## src/rtl/slr_pkg.sv

```systemverilog
// Package of shared types, register indexes and arithmetic helpers for the slew rate limiter.
package slr_pkg;

    localparam int unsigned STEP_W   = 15;
    localparam int unsigned VAL_W    = 16;
    localparam int unsigned WIDE_W   = 18;
    localparam int unsigned CFG_IDX_W = 3;
    localparam int unsigned CFG_DAT_W = 16;

    // Configuration register indexes.
    localparam logic [CFG_IDX_W-1:0] CFG_ACCEL_STEP   = 3'd0;
    localparam logic [CFG_IDX_W-1:0] CFG_DECEL_STEP   = 3'd1;
    localparam logic [CFG_IDX_W-1:0] CFG_ACCEL_ONLY   = 3'd2;
    localparam logic [CFG_IDX_W-1:0] CFG_REVERSIBLE   = 3'd3;
    localparam logic [CFG_IDX_W-1:0] CFG_LIMIT_ENABLE = 3'd4;
    localparam logic [CFG_IDX_W-1:0] CFG_OUTPUT_LIMIT = 3'd5;

    typedef struct packed {
        logic [STEP_W-1:0]       accel_step;
        logic [STEP_W-1:0]       decel_step;
        logic                    accel_only_mode;
        logic                    reversible_mode;
        logic                    limit_enable;
        logic signed [VAL_W-1:0] output_limit;
    } t_cfg;

    // Saturate an 18-bit signed value to the signed 16-bit range.
    function automatic logic signed [VAL_W-1:0] sat16(input logic signed [WIDE_W-1:0] v);
        logic signed [WIDE_W-1:0] max_v;
        logic signed [WIDE_W-1:0] min_v;
        max_v = 18'sd32767;
        min_v = -18'sd32768;
        if (v > max_v) begin
            sat16 = 16'sh7FFF;
        end else if (v < min_v) begin
            sat16 = 16'sh8000;
        end else begin
            sat16 = v[VAL_W-1:0];
        end
    endfunction

    function automatic logic signed [WIDE_W-1:0] widen(input logic signed [VAL_W-1:0] v);
        widen = {{(WIDE_W-VAL_W){v[VAL_W-1]}}, v};
    endfunction

endpackage

```

## src/rtl/slr_cfg.sv

```systemverilog
// Configuration register file of the slew rate limiter.
module slr_cfg
    import slr_pkg::*;
(
    input  logic                 i_clk,
    input  logic                 i_rst_n,
    input  logic                 i_wr,
    input  logic [CFG_IDX_W-1:0] i_index,
    input  logic [CFG_DAT_W-1:0] i_data,
    output t_cfg                 o_cfg
);

    t_cfg r_cfg;
    t_cfg n_cfg;

    always_comb begin
        n_cfg = r_cfg;
        if (i_wr) begin
            unique case (i_index)
                CFG_ACCEL_STEP:   n_cfg.accel_step      = i_data[STEP_W-1:0];
                CFG_DECEL_STEP:   n_cfg.decel_step      = i_data[STEP_W-1:0];
                CFG_ACCEL_ONLY:   n_cfg.accel_only_mode = i_data[0];
                CFG_REVERSIBLE:   n_cfg.reversible_mode = i_data[0];
                CFG_LIMIT_ENABLE: n_cfg.limit_enable    = i_data[0];
                CFG_OUTPUT_LIMIT: n_cfg.output_limit    = $signed(i_data[VAL_W-1:0]);
                default:          n_cfg = r_cfg;
            endcase
        end
    end

    always_ff @(posedge i_clk) begin
        if (!i_rst_n) begin
            r_cfg.accel_step      <= '0;
            r_cfg.decel_step      <= '0;
            r_cfg.accel_only_mode <= 1'b1;
            r_cfg.reversible_mode <= 1'b0;
            r_cfg.limit_enable    <= 1'b0;
            r_cfg.output_limit    <= '0;
        end else begin
            r_cfg <= n_cfg;
        end
    end

    assign o_cfg = r_cfg;

endmodule

```

## src/rtl/slr_core.sv

```systemverilog
// Next-value logic: bounded step toward the target, saturation and output clamp.
module slr_core
    import slr_pkg::*;
(
    input  t_cfg                    i_cfg,
    input  logic signed [VAL_W-1:0] i_cur,
    input  logic signed [VAL_W-1:0] i_target,
    output logic signed [VAL_W-1:0] o_next
);

    logic signed [WIDE_W-1:0] cur_w;
    logic signed [WIDE_W-1:0] tgt_w;
    logic signed [WIDE_W-1:0] up_w;
    logic signed [WIDE_W-1:0] dn_w;
    logic signed [WIDE_W-1:0] hi_w;
    logic signed [WIDE_W-1:0] lo_w;
    logic [STEP_W-1:0]        step_up;
    logic [STEP_W-1:0]        step_dn;
    logic                     t_pos;
    logic                     t_neg;
    logic                     chk_hi;
    logic                     chk_lo;
    logic signed [VAL_W-1:0]  moved;

    assign t_pos = !i_target[VAL_W-1] && (i_target != '0);
    assign t_neg = i_target[VAL_W-1];

    // In reversible mode a negative target swaps the roles of the two steps,
    // and a zero target is approached by the decel step from either side.
    always_comb begin
        if (i_cfg.accel_only_mode) begin
            step_up = i_cfg.accel_step;
            step_dn = i_cfg.accel_step;
            chk_hi  = t_pos;
            chk_lo  = t_neg;
        end else begin
            step_up = (i_cfg.reversible_mode && !t_pos) ? i_cfg.decel_step : i_cfg.accel_step;
            step_dn = (i_cfg.reversible_mode && t_neg) ? i_cfg.accel_step : i_cfg.decel_step;
            chk_hi  = 1'b1;
            chk_lo  = 1'b1;
        end
    end

    assign cur_w = widen(i_cur);
    assign tgt_w = widen(i_target);
    assign up_w  = $signed({{(WIDE_W-STEP_W){1'b0}}, step_up});
    assign dn_w  = $signed({{(WIDE_W-STEP_W){1'b0}}, step_dn});
    assign hi_w  = cur_w + up_w;
    assign lo_w  = cur_w - dn_w;

    always_comb begin
        if (i_cfg.accel_only_mode && !t_pos && !t_neg) begin
            moved = i_cur;
        end else if (chk_hi && (tgt_w > hi_w)) begin
            moved = sat16(hi_w);
        end else if (chk_lo && (tgt_w < lo_w)) begin
            moved = sat16(lo_w);
        end else begin
            moved = i_target;
        end
    end

    always_comb begin
        o_next = moved;
        if (!i_cfg.accel_only_mode && i_cfg.limit_enable) begin
            if ((i_cfg.output_limit > 16'sd0) && (moved > i_cfg.output_limit)) begin
                o_next = i_cfg.output_limit;
            end else if ((i_cfg.output_limit < 16'sd0) && (moved < i_cfg.output_limit)) begin
                o_next = i_cfg.output_limit;
            end
        end
    end

endmodule

```

## src/rtl/slew_rate_limiter.sv

```systemverilog
// Top level of the slew rate limiter: input register, next-value logic, result register.
//
//  Channel  | Handshake                 | Payload
//  ---------+---------------------------+---------------------------------
//  input    | i_in_valid / o_in_ready   | i_target_in   (signed Q7.8)
//  output   | o_out_valid / i_out_ready | o_limited_out (signed Q7.8)
//  config   | i_cfg_valid / o_cfg_ready | i_cfg_index, i_cfg_data
//
// Each request is held in the input register and is turned into a result in
// the result register; the held output is updated in the same edge that loads
// the result register, so a new request can be taken every cycle as long as
// results are taken. o_out_valid rises when the result register is loaded.
// Reset is synchronous and active low: it empties both registers, clears the
// held output to zero and restores the configuration defaults.
// When the result is not taken, the input register keeps its request and
// o_in_ready stays high only while that register is empty.
module slew_rate_limiter
    import slr_pkg::*;
(
    input  logic                    i_clk,
    input  logic                    i_rst_n,
    input  logic                    i_in_valid,
    output logic                    o_in_ready,
    input  logic signed [VAL_W-1:0] i_target_in,
    output logic                    o_out_valid,
    input  logic                    i_out_ready,
    output logic signed [VAL_W-1:0] o_limited_out,
    input  logic                    i_cfg_valid,
    output logic                    o_cfg_ready,
    input  logic [CFG_IDX_W-1:0]    i_cfg_index,
    input  logic [CFG_DAT_W-1:0]    i_cfg_data
);

    t_cfg cfg;

    logic                    r_in_valid;
    logic signed [VAL_W-1:0] r_target;
    logic                    r_out_valid;
    logic signed [VAL_W-1:0] r_held;
    logic signed [VAL_W-1:0] n_held;
    logic                    advance;

    // Configuration writes are always taken.
    assign o_cfg_ready = 1'b1;

    slr_cfg u_cfg (
        .i_clk   (i_clk),
        .i_rst_n (i_rst_n),
        .i_wr    (i_cfg_valid),
        .i_index (i_cfg_index),
        .i_data  (i_cfg_data),
        .o_cfg   (cfg)
    );

    // The request in the input register moves on when the result register is
    // empty or its current result is being taken in this cycle.
    assign advance    = r_in_valid && (!r_out_valid || i_out_ready);
    assign o_in_ready = !r_in_valid || advance;

    always_ff @(posedge i_clk) begin
        if (!i_rst_n) begin
            r_in_valid <= 1'b0;
        end else if (o_in_ready) begin
            r_in_valid <= i_in_valid;
        end
    end

    always_ff @(posedge i_clk) begin
        if (o_in_ready && i_in_valid) begin
            r_target <= i_target_in;
        end
    end

    slr_core u_core (
        .i_cfg    (cfg),
        .i_cur    (r_held),
        .i_target (r_target),
        .o_next   (n_held)
    );

    // The held output doubles as the result register.
    always_ff @(posedge i_clk) begin
        if (!i_rst_n) begin
            r_out_valid <= 1'b0;
            r_held      <= '0;
        end else begin
            if (advance) begin
                r_out_valid <= 1'b1;
                r_held      <= n_held;
            end else if (i_out_ready) begin
                r_out_valid <= 1'b0;
            end
        end
    end

    assign o_out_valid   = r_out_valid;
    assign o_limited_out = r_held;

endmodule

```

## config.mk

```make
export PLATFORM = sky130hd
export DESIGN_NAME = slew_rate_limiter
export DESIGN_NICKNAME = d
export VERILOG_FILES = /design/src/rtl/slr_pkg.sv /design/src/rtl/slr_cfg.sv /design/src/rtl/slr_core.sv /design/src/rtl/slew_rate_limiter.sv
export SDC_FILE = /design/constraint.sdc
export NUM_CORES = 1
export LEC_CHECK = 0
export BUFFER_PORTS_ARGS = -buffer_cell sky130_fd_sc_hd__buf_2
export CAP_MARGIN = 10
export CORE_MARGIN = 1
export CORE_UTILIZATION = 56
export DETAILED_ROUTE_END_ITERATION = 8
export GPL_TIMING_DRIVEN = 0
export PLACE_DENSITY = 0.78
export SETUP_SLACK_MARGIN = 0.5
export SLEW_MARGIN = 5
export SYNTH_ARGS = -nofsm -noshare
export SYNTH_HDL_FRONTEND = slang
export SYNTH_SLANG_ARGS = --single-unit
```

## constraint.sdc

```tcl
create_clock -name i_clk -period 7.9 [get_ports i_clk]
set_clock_uncertainty 0.2 [all_clocks]
set_input_delay 0.395 -clock i_clk [delete_from_list [all_inputs] [get_ports i_clk]]
set_output_delay 0.395 -clock i_clk [all_outputs]
set_load 0.1 [all_outputs]
```

==> run metrics, run 1 <==
outcome finished with violations; failing checks negative hold slack, negative setup slack; Worst path depth 39; period utilisation layout 108%; cells after synthesis 896; number of synthesized register bits 83; Routed WL per cell around 21 microns; delay-heaviest family, CP compound AO/OA/AOI/OAI gates; final hold vios 1; post-synth cell types approximately 70; Bufs and invs on worst path 12; Reg area about 1800 sq um; r2r worst-path depth 39; Die Height 115 microns; GR Util All Layers between 30% and 40%; Starting DRT DRC Count roughly 870; Worst Tran Pin Value between 0.9 and 1 ns; Max IR drop VDD 0.181 mV; vias after detailed routing 7800; Worst-path clk slew 0.08 ns; DR DRC count 0; number of port buffers 56; fmax ~120 MHz; post-synthesis async set-or-reset flop share 0%; share of cells above drive strength 1 a little over a quarter; Pleak around 3.7 nW; CTS sink cnt 83; Hold WS -0.000998 ns; first-pass GRT wire length 37700 microns; number of global-route vias before repair 7296; Critical-path top delay cell edfxtp_1; routability cong. between 1 and 1.5; Core Util, Final between 70 and 80%; RSZ-0062 raised after global routing true; CP Capture Type flip-flop; row count 41; Post-DRT Antenna Nets 0; CP arrival approximately 8.5 ns; Worst Slack Setup Final -0.595 ns; fin area roughly 9300 sq um; placed cell area approximately 8000 sq um; number of detailed-route iterations in the first pass 5; max cap viols 0; Clock Latency Late Sink around 0.36 ns; Worst path most repeated cell buf_4; ANT cells 0; WS Path Type reg -> reg; WL final approximately 25000 microns; max incr delay on CP just over 0.4 ns; Mean Syn Cell Area between 8 and 9 sq um; Hold Path Depth 1; pre-CTS setup slack -1.20 ns; critical path fanouts, max 6; Die W 115 microns; CTS Buf Count 9; minimum clock period around 8.5 ns; PwrDens ~220 nW/um^2; Max Slew Vio Count 0; HP Class in -> reg; IO Pins a little under 60; Hold-fix buffers, CTS 0; area of the multi-input gates about 5700 sq um; Slew HR roughly a third; Fin Setup TNS -7.83 ns; post-DP HPWL 17800 microns; syn_nets 1015; Layout fillers approximately 960; global route total overflow 0; largest net degree at the start of global routing 17; initial antenna violation count 0; EDFF count, synth 16; CP Launch Type flip-flop; main flop type after synthesis dfxtp_1; core area 12600 sq um; yosys synthesis warning count 0; Max Root-Sink Buffers 2; Worst Path Required 7.93 ns; Initial Utilization 57.2%; Clock Root Buffer clkbuf_16; htree depth 3; CTS tree done; Area growth, synth to finish 29.6%; nets@finish between 1000 and 1500; Vias/cell 6.46; Die ar. roughly 13000 sq um; final setup vio count 16; Post-Syn Area roughly 7200 sq um; sequential fraction of the synthesis area around a quarter
-- Yosys cell counts (all sizes together), types with 8 or more instances --
cell | n | area, sq um
o211ai | 11 | 82.6
o22ai | 10 | 62.6
nand4 | 11 | 68.8
inv | 41 | 154
xor2 | 13 | 114
a21o | 18 | 135
a21boi | 50 | 375
a211oi | 16 | 120
nand2b | 12 | 75.1
ha | 77 | 963
nand3 | 13 | 65.1
mux2i | 18 | 180
a211o | 12 | 105
and3 | 10 | 62.6
dfxtp | 67 | 1340
o21a | 9 | 67.6
clkbuf | 35 | 131
nor4 | 9 | 56.3
nand2 | 140 | 526
or2 | 8 | 50.1
a21oi | 49 | 253
xnor2 | 8 | 70.1
o21ai | 55 | 275
edfxtp | 16 | 480
nor2b | 10 | 62.6
nor3 | 23 | 115
nor2 | 44 | 173
mux2 | 17 | 191
-- final cells by class --
type                       instances  area share, %
multi-input combinational        731           61.7
tap                              172           2.31
buffer                            41           2.83
clock buffer                      11           2.61
sequential                        83           19.6
inverter                          41           1.65
timing repair buffer             123           8.99
clock inverter                     5          0.390
-- stage by stage --
step / cells / total power, mW
after floorplan: 896 / 1.24
after global placement: 1124 / 1.45
after detailed placement: 1124 / 1.47
after CTS: 1189 / 1.98
after global routing: 1207 / 2.18
final: 1207 / 2.08
-- logic make-up (layout without fill, tap and decap cells) --
logic type,Yosys count,after routing,synth area share [%]
buf+inv,82,221,4.60
other cells,1,1,0.0522
simple gates,311,311,20.7
xor+xnor,21,21,2.56
compound gates,284,284,27.6
flops,83,83,25.3
fa+ha+maj,79,79,14.0
mux,35,35,5.17
-- where the power goes --
group          total (mW)  internal (mW)  leakage (nW)  switching, mW
combinational        1.18          0.500          2.88          0.678
clock               0.414          0.223         0.140          0.191
sequential          0.485          0.452         0.700         0.0330
-- cell usage in the layout (no fill, tap or decap), types with 12 or more instances in the layout --
cell type  Yosys  layout
a211o_1       12      12
a21boi_0      49      49
a21o_1        18      18
a21oi_1       47      37
buf_2          3      59
buf_4          1      62
clkbuf_1      35      27
dfxtp_1       67      67
edfxtp_1      16      16
ha_1          77      63
inv_1         41      38
mux2_2        17      12
mux2i_1       18      15
nand2_1      140     139
nand2b_1      12      12
nand3_1       13      12
nor2_1        43      39
nor3_1        23      18
o21ai_0       48      33
o21ai_1        7      21
-- layer usage --
| metal | vias up | share of wire (%) | GRT usage, % |
|---|---|---|---|
| met4 | 0 | 6.7 | 23.0 |
| met5 | - | 0 | 0 |
| met2 | 471 | 44 | 59.6 |
| li1 | 3581 | - | - |
| met1 | 3597 | 40 | 45.0 |
| met3 | 151 | 9.9 | 11.0 |
-- what timing repair did --
item,CTS,global route
gates cloned,2,0
pin swaps,38,21
buffers inserted,47,18
resized for setup,59,51
endpoints found under the setup margin,16,16
-- sequential cells by signal (all words and copies together), names as in the netlist --
signal,flops
o_out_valid,1
r_target,16
o_limited_out,16
u_cfg.o_cfg,49
r_in_valid,1
-- worst paths after layout --
check                           slack (ns)                         start                        endpoint
worst max register to register       -0.59         r_target[9]$_DFFE_PP_  o_limited_out[12]$_SDFFE_PN0P_
worst min register to register        0.28  u_cfg.o_cfg[40]$_SDFFE_PN0P_    u_cfg.o_cfg[40]$_SDFFE_PN0P_
worst min-delay path                -0.001               i_target_in[15]          r_target[15]$_DFFE_PP_
worst max-delay path                 -0.59         r_target[9]$_DFFE_PP_  o_limited_out[12]$_SDFFE_PN0P_
Power figures use the tool's default switching activity.
==> inputs of run 2 (changes only) <==
- MAX_ROUTING_LAYER: not set -> met4
- SYNTH_HIERARCHICAL: not set -> 1
==> run 2 against run 1 <==
Register-to-register slack improved by 0.21 ns; sequential power rose by 4.1%; non-clock buffer count down 38; hold slack gained 0.010 ns; critical endpoint is now o_limited_out[4]$_SDFFE_PN0P_; routed wire length shrank 13%; the run ends with negative setup slack left; synthesized area down 2.5%; count of clock-buffer cells in the layout is 2 lower; utilization is 1.3 points lower.
==> run metrics, run 2 <==
Clock Latency Late Sink 0.36 ns; Hold-fix buffers, CTS 0; Worst Slack Setup Final -0.387 ns; post-synth cell types 72; adder-cell share of the synthesized area roughly 14%; PwrDens about 330 nW/um^2; Die ar. 13000 sq um; RSZ-0062 raised after global routing true; number of synthesized register bits 83; Area growth, synth to finish 25.8%; Hold WS ~0.009 ns; leading area contributor after synthesis dfxtp_1; row count 40; max incr delay on CP ~0.46 ns; Pwr Total 2.87 mW; vias after detailed routing roughly 7000; sequential fraction of the synthesis area between 20% and 30%; share of cells above drive strength 1 24.4%; CTS sink cnt 83; GR Util All Layers 33.7%; main flop type after synthesis dfxtp_1; initial antenna violation count 0; Critical-path top delay cell or4b_1; CP arrival 8.34 ns; multiplexer share of the synthesized area 16.3%; WL final roughly 22000 microns; share of the synthesized area in the top cell type a little under a fifth; final hold vios 0; CTS tree done; combinational family with the most area after synthesis simple AND/OR/NAND/NOR gates; syn_nets 954; Initial Utilization between 50 and 60%; Clock Root Buffer clkbuf_16; Slew HR between 30% and 40%; Max Slew Vio Count 0; HP Class in -> reg; CP Capture Type flip-flop; max cap viols 0; IO Pins 59; CTS Buf Count 9; Max Root-Sink Buffers 2; Area contributors post-synth dfxtp_1, ha_1, mux2i_1; critical path fanouts, max 10; Post-Syn Area 7010 sq um; max reg flops between 40 and 50; most frequent cells in the layout nand2_1, mux2i_1, dfxtp_1, buf_2, ha_1; Worst Path Required about 8.0 ns; outcome finished with violations; nets@finish between 1000 and 1500; Synth Area in Simple Gates around a fifth; number of port buffers 56; Fin Setup TNS -5.19 ns; largest net degree at the start of global routing 17; first-pass GRT wire length 32400 microns; fin area around 8800 sq um; CP Launch Type flip-flop; number of detailed-route iterations in the first pass 6; Max IR drop VDD about 0.22 mV; htree depth 3; Die Height 114 microns; Post-DRT Antenna Nets 0; core area ~12000 sq um; routability cong. 0.956; pre-CTS setup slack -1.35 ns; Worst Tran Pin Value ~0.98 ns; DR DRC count 0; Pleak between 3 and 4 nW; Routed WL per cell 19.9 microns; number of global-route vias before repair between 6000 and 7000; global route total overflow 0; ANT cells 0; failing checks negative setup slack; EDFF count, synth 16; placed cell area 7620 sq um; period utilisation layout 105%; Compound-Gate Fraction of Synth Area around 16%; cells after synthesis 835; Starting DRT DRC Count 854; fmax ~120 MHz; WS Path Type reg -> reg; post-DP HPWL ~15000 microns; post-synthesis async set-or-reset flop share 0%; minimum clock period around 8.3 ns; count leader, synth nand2_1; Worst-path clk slew about 0.070 ns; xor-xnor portion of the synthesized cell area under 10%; Vias/cell about 6.3; Mean Syn Cell Area ~8.4 sq um; Commonest cells post-synth nand2_1, mux2i_1, ha_1, dfxtp_1, a21oi_1; Die W between 100 and 150 microns; yosys synthesis warning count 6; final setup vio count 16; commonest non-fill, non-tap cell in the layout nand2_1
run 2: final timing paths:
check                                     from                             to  slack, ns  cells after the start
setup reg to reg        r_target[13]$_DFFE_PP_  o_limited_out[4]$_SDFFE_PN0P_      -0.39                     34
hold reg to reg   u_cfg/o_cfg[16]$_SDFFE_PN0P_   u_cfg/o_cfg[16]$_SDFFE_PN0P_       0.26                      2
hold / removal                  i_target_in[7]          r_target[7]$_DFFE_PP_      0.009                      1
setup / recovery        r_target[13]$_DFFE_PP_  o_limited_out[4]$_SDFFE_PN0P_      -0.39                     34
run 2: metal layers:
metal | global-route usage [%] | vias to the layer above | part of all wire (%)
li1 | - | 3212 | -
met5 | - | - | 0
met2 | 53.8 | 423 | 47
met1 | 42.4 | 3276 | 41
met4 | 13.3 | 0 | 4.7
met3 | 5.95 | 105 | 7.8
run 2: cell type report:
| type | instances | area (sq um) |
|---|---|---|
| Multi-Input combinational cell | 678 | 5470 |
| Fill cell | 899 | 3290 |
| Sequential cell | 83 | 1820 |
| Timing Repair Buffer | 91 | 588 |
| Buffer | 35 | 282 |
| Clock buffer | 9 | 225 |
| Tap cell | 168 | 210 |
| Inverter | 39 | 146 |
| Clock inverter | 7 | 80.1 |
run 2: critical path, delay by kind of cell, from the launching register on:
family | cells | cell delay (ns)
buffers and inverters | 4 | 0.57
and+or+nand+nor | 12 | 2.59
AOI/OAI and AO/OA | 13 | 3.04
muxes | 2 | 0.45
DFF | 1 | 0.45
adders and majority gates | 3 | 0.87
run 2: logic make-up after synthesis:
family / Yosys count
AND/OR/NAND/NOR: 287
AO/OA/AOI/OAI: 171
multiplexers: 112
flip-flops: 83
adder cells (fa/ha/maj): 79
buffers and inverters: 74
XOR/XNOR: 28
other: 1
run 2: power by group:
part / switching, mW / internal (mW)
clock network: 0.199 / 0.250
logic: 1.16 / 0.756
registers: 0.0460 / 0.459
run 2: metrics by stage:
| stage | std cells | utilization [%] |
|---|---|---|
| 2_1_floorplan | 835 | - |
| 3_3_place_gp | 1059 | 62.9 |
| 3_5_place_dp | 1059 | 62.9 |
| 4_1_cts | 1098 | 69.8 |
| 5_1_grt | 1110 | 72.8 |
| 6_report | 1110 | 72.8 |
run 2: timing repair:
action / in CTS / in global routing
gates resized for setup: 63 / 53
cloned: 2 / 1
setup endpoints to repair: 16 / 16
setup buffers: 21 / 11
hold endpoints to repair: 0 / 0
pin swaps: 23 / 27
==> inputs of run 3 (changes only) <==
- clock period: 7.9 -> 7 ns (I/O delays scaled with it)
==> run 3 against run 2 <==
The run still ends with negative setup slack left; register-to-register slack got worse by 0.86 ns; worst setup slack lost 0.86 ns; global-route usage up 0.56 points; routed wire length up 4.2%; flip-flop and latch count unchanged; clock power is 19% higher; hold slack gained 0.019 ns; die area unchanged.
==> run metrics, run 3 (synthesized netlist as in run 2, its figures left out) <==
htree depth 3; Core Util, Final between 70% and 80%; R2R setup slack -1.25 ns; CP Capture Type flip-flop; pre-CTS setup slack -1.91 ns; Pwr Total ~3.4 mW; largest net degree at the start of global routing 17; Hold Path Depth 3; ANT cells 0; Max Root-Sink Buffers 2; Worst Slack Setup Final -1.25 ns; CTS tree done; final setup vio count 16; hold path start i_in_valid; Vias/cell around 6.3; CTS sink cnt 83; first-pass GRT wire length 32900 microns; Pleak about 4 nW; Worst path most repeated cell o21ai_2; Starting DRT DRC Count 888; PwrDens between 300 and 400 nW/um^2; Clock Root Buffer clkbuf_16; DR DRC count 0; core area 12100 sq um; CP startpoint r_target[6]$_DFFE_PP_; Hold WS about 0.028 ns; Fin Setup TNS -19.10 ns; initial antenna violation count 0; Slew HR approximately 34%; Post-DRT Antenna Nets 0; most frequent cells in the layout nand2_1, mux2i_1, dfxtp_1, buf_2, ha_1; Die W 114 microns; M2 GR Usage approximately 54%; number of global-route vias before repair about 6400; Worst-path clk slew roughly 0.07 ns; Die Height ~110 microns; Max Slew Vio Count 0; met1 GRT Util a little over two fifths; Most Used Layer, Global Route met2; failing checks negative setup slack; max cap viols 0; commonest non-fill, non-tap cell in the layout nand2_1; Worst Tran Pin Value between 0.9 and 1 ns; r2r worst-path depth 37; HP Class in -> reg; outcome finished with violations; WL final 23100 microns; reg2reg end o_limited_out[3]$_SDFFE_PN0P_; Worst Path Required ~7 ns; RSZ-0062 raised after global routing true; fmax about 120 MHz; Initial Utilization between 50% and 60%; CP Launch Type flip-flop; IO Pins a little under 60; Max IR drop VDD 0.209 mV; Area growth, synth to finish 30.9%; post-DP HPWL ~15000 microns; final non-filler cell total roughly 1100; placed cell area 7650 sq um; final hold vios 0; GR Util All Layers between 30% and 40%; reg-to-reg startpoint r_target[6]$_DFFE_PP_; global route total overflow 0; WS Path Type reg -> reg; Die ar. roughly 13000 sq um; CP arrival just over 8 ns; number of port buffers between 50 and 60; max incr delay on CP between 0.4 and 0.5 ns; minimum clock period a little over 8 ns; CTS Buf Count 9; Clock Latency Late Sink around 0.36 ns; vias after detailed routing around 7100; share of cells above drive strength 1 roughly a quarter; row count 40; nets@finish around 1100; fin area around 9200 sq um; routability cong. between 0.9 and 1; Routed WL per cell between 20 and 25 microns; critical path fanouts, max 7; Min-Delay Endpoint r_in_valid$_SDFFE_PN0P_; Placed Cells incl. Taps around 1100; number of detailed-route iterations in the first pass 6; max reg flops 49; Layout fillers 852; period utilisation layout 118%; Critical-path top delay cell edfxtp_1; met3 usage 6.16%
## run 3: cell types whose count changed in the layout (fill, tap and decap cells not counted), sizes merged
cell | before | now
dlygate4sd3 | 0 | 16
inv | 43 | 42
bufinv | 1 | 2
## run 3: final cells by class
class	instances	area, sq um	share of cell area (%)
Buffer	35	284	3.10
Clock buffer	9	225	2.45
Clock inverter	7	98.8	1.08
Inverter	39	146	1.60
Multi-Input combinational cell	678	5630	61.4
Sequential cell	83	1820	19.9
Tap cell	168	210	2.29
Timing Repair Buffer	107	753	8.21
## run 3: repair_timing
item	CTS	global route
hold buffers	16	0
setup endpoints to repair	16	16
buffers inserted	19	12
pin swaps	25	41
resized for setup	55	89
cloned	4	0
hold endpoints to repair	16	0
## run 3: worst max-delay path by stage
stage,to,slack [ns],depth (start not counted)
after detailed placement,o_limited_out[15]$_SDFFE_PN0P_,-1.91,34
after floorplan,o_limited_out[6]$_SDFFE_PN0P_,-0.27,36
after CTS,o_limited_out[2]$_SDFFE_PN0P_,-0.92,35
after global placement,o_limited_out[9]$_SDFFE_PN0P_,-1.77,37
after global routing,o_limited_out[8]$_SDFFE_PN0P_,-1.46,34
final,o_limited_out[3]$_SDFFE_PN0P_,-1.25,37
## run 3: power by group
part           leakage [nW]  internal (mW)  switching, mW
clock network         0.157          0.316          0.217
registers             0.700          0.519         0.0516
logic                  3.07          0.917           1.36
total                  3.93           1.75           1.63
## run 3: worst max-delay path: cells and delay by family, from the launching register on
kind / cells / cell delay, ns
AO/OA/AOI/OAI: 13 / 2.98
adder cells (fa/ha/maj): 3 / 0.74
buffers and inverters: 6 / 0.79
flip-flops: 1 / 0.48
multiplexers: 2 / 0.45
AND/OR/NAND/NOR: 13 / 2.47
## run 3: metal layers
| metal | vias to the layer above | wire length [microns] |
|---|---|---|
| met2 | 426 | 10700 |
| li1 | 3234 | - |
| met3 | 113 | 2000 |
| met4 | 0 | 1180 |
| met5 | - | 0 |
| met1 | 3334 | 9150 |
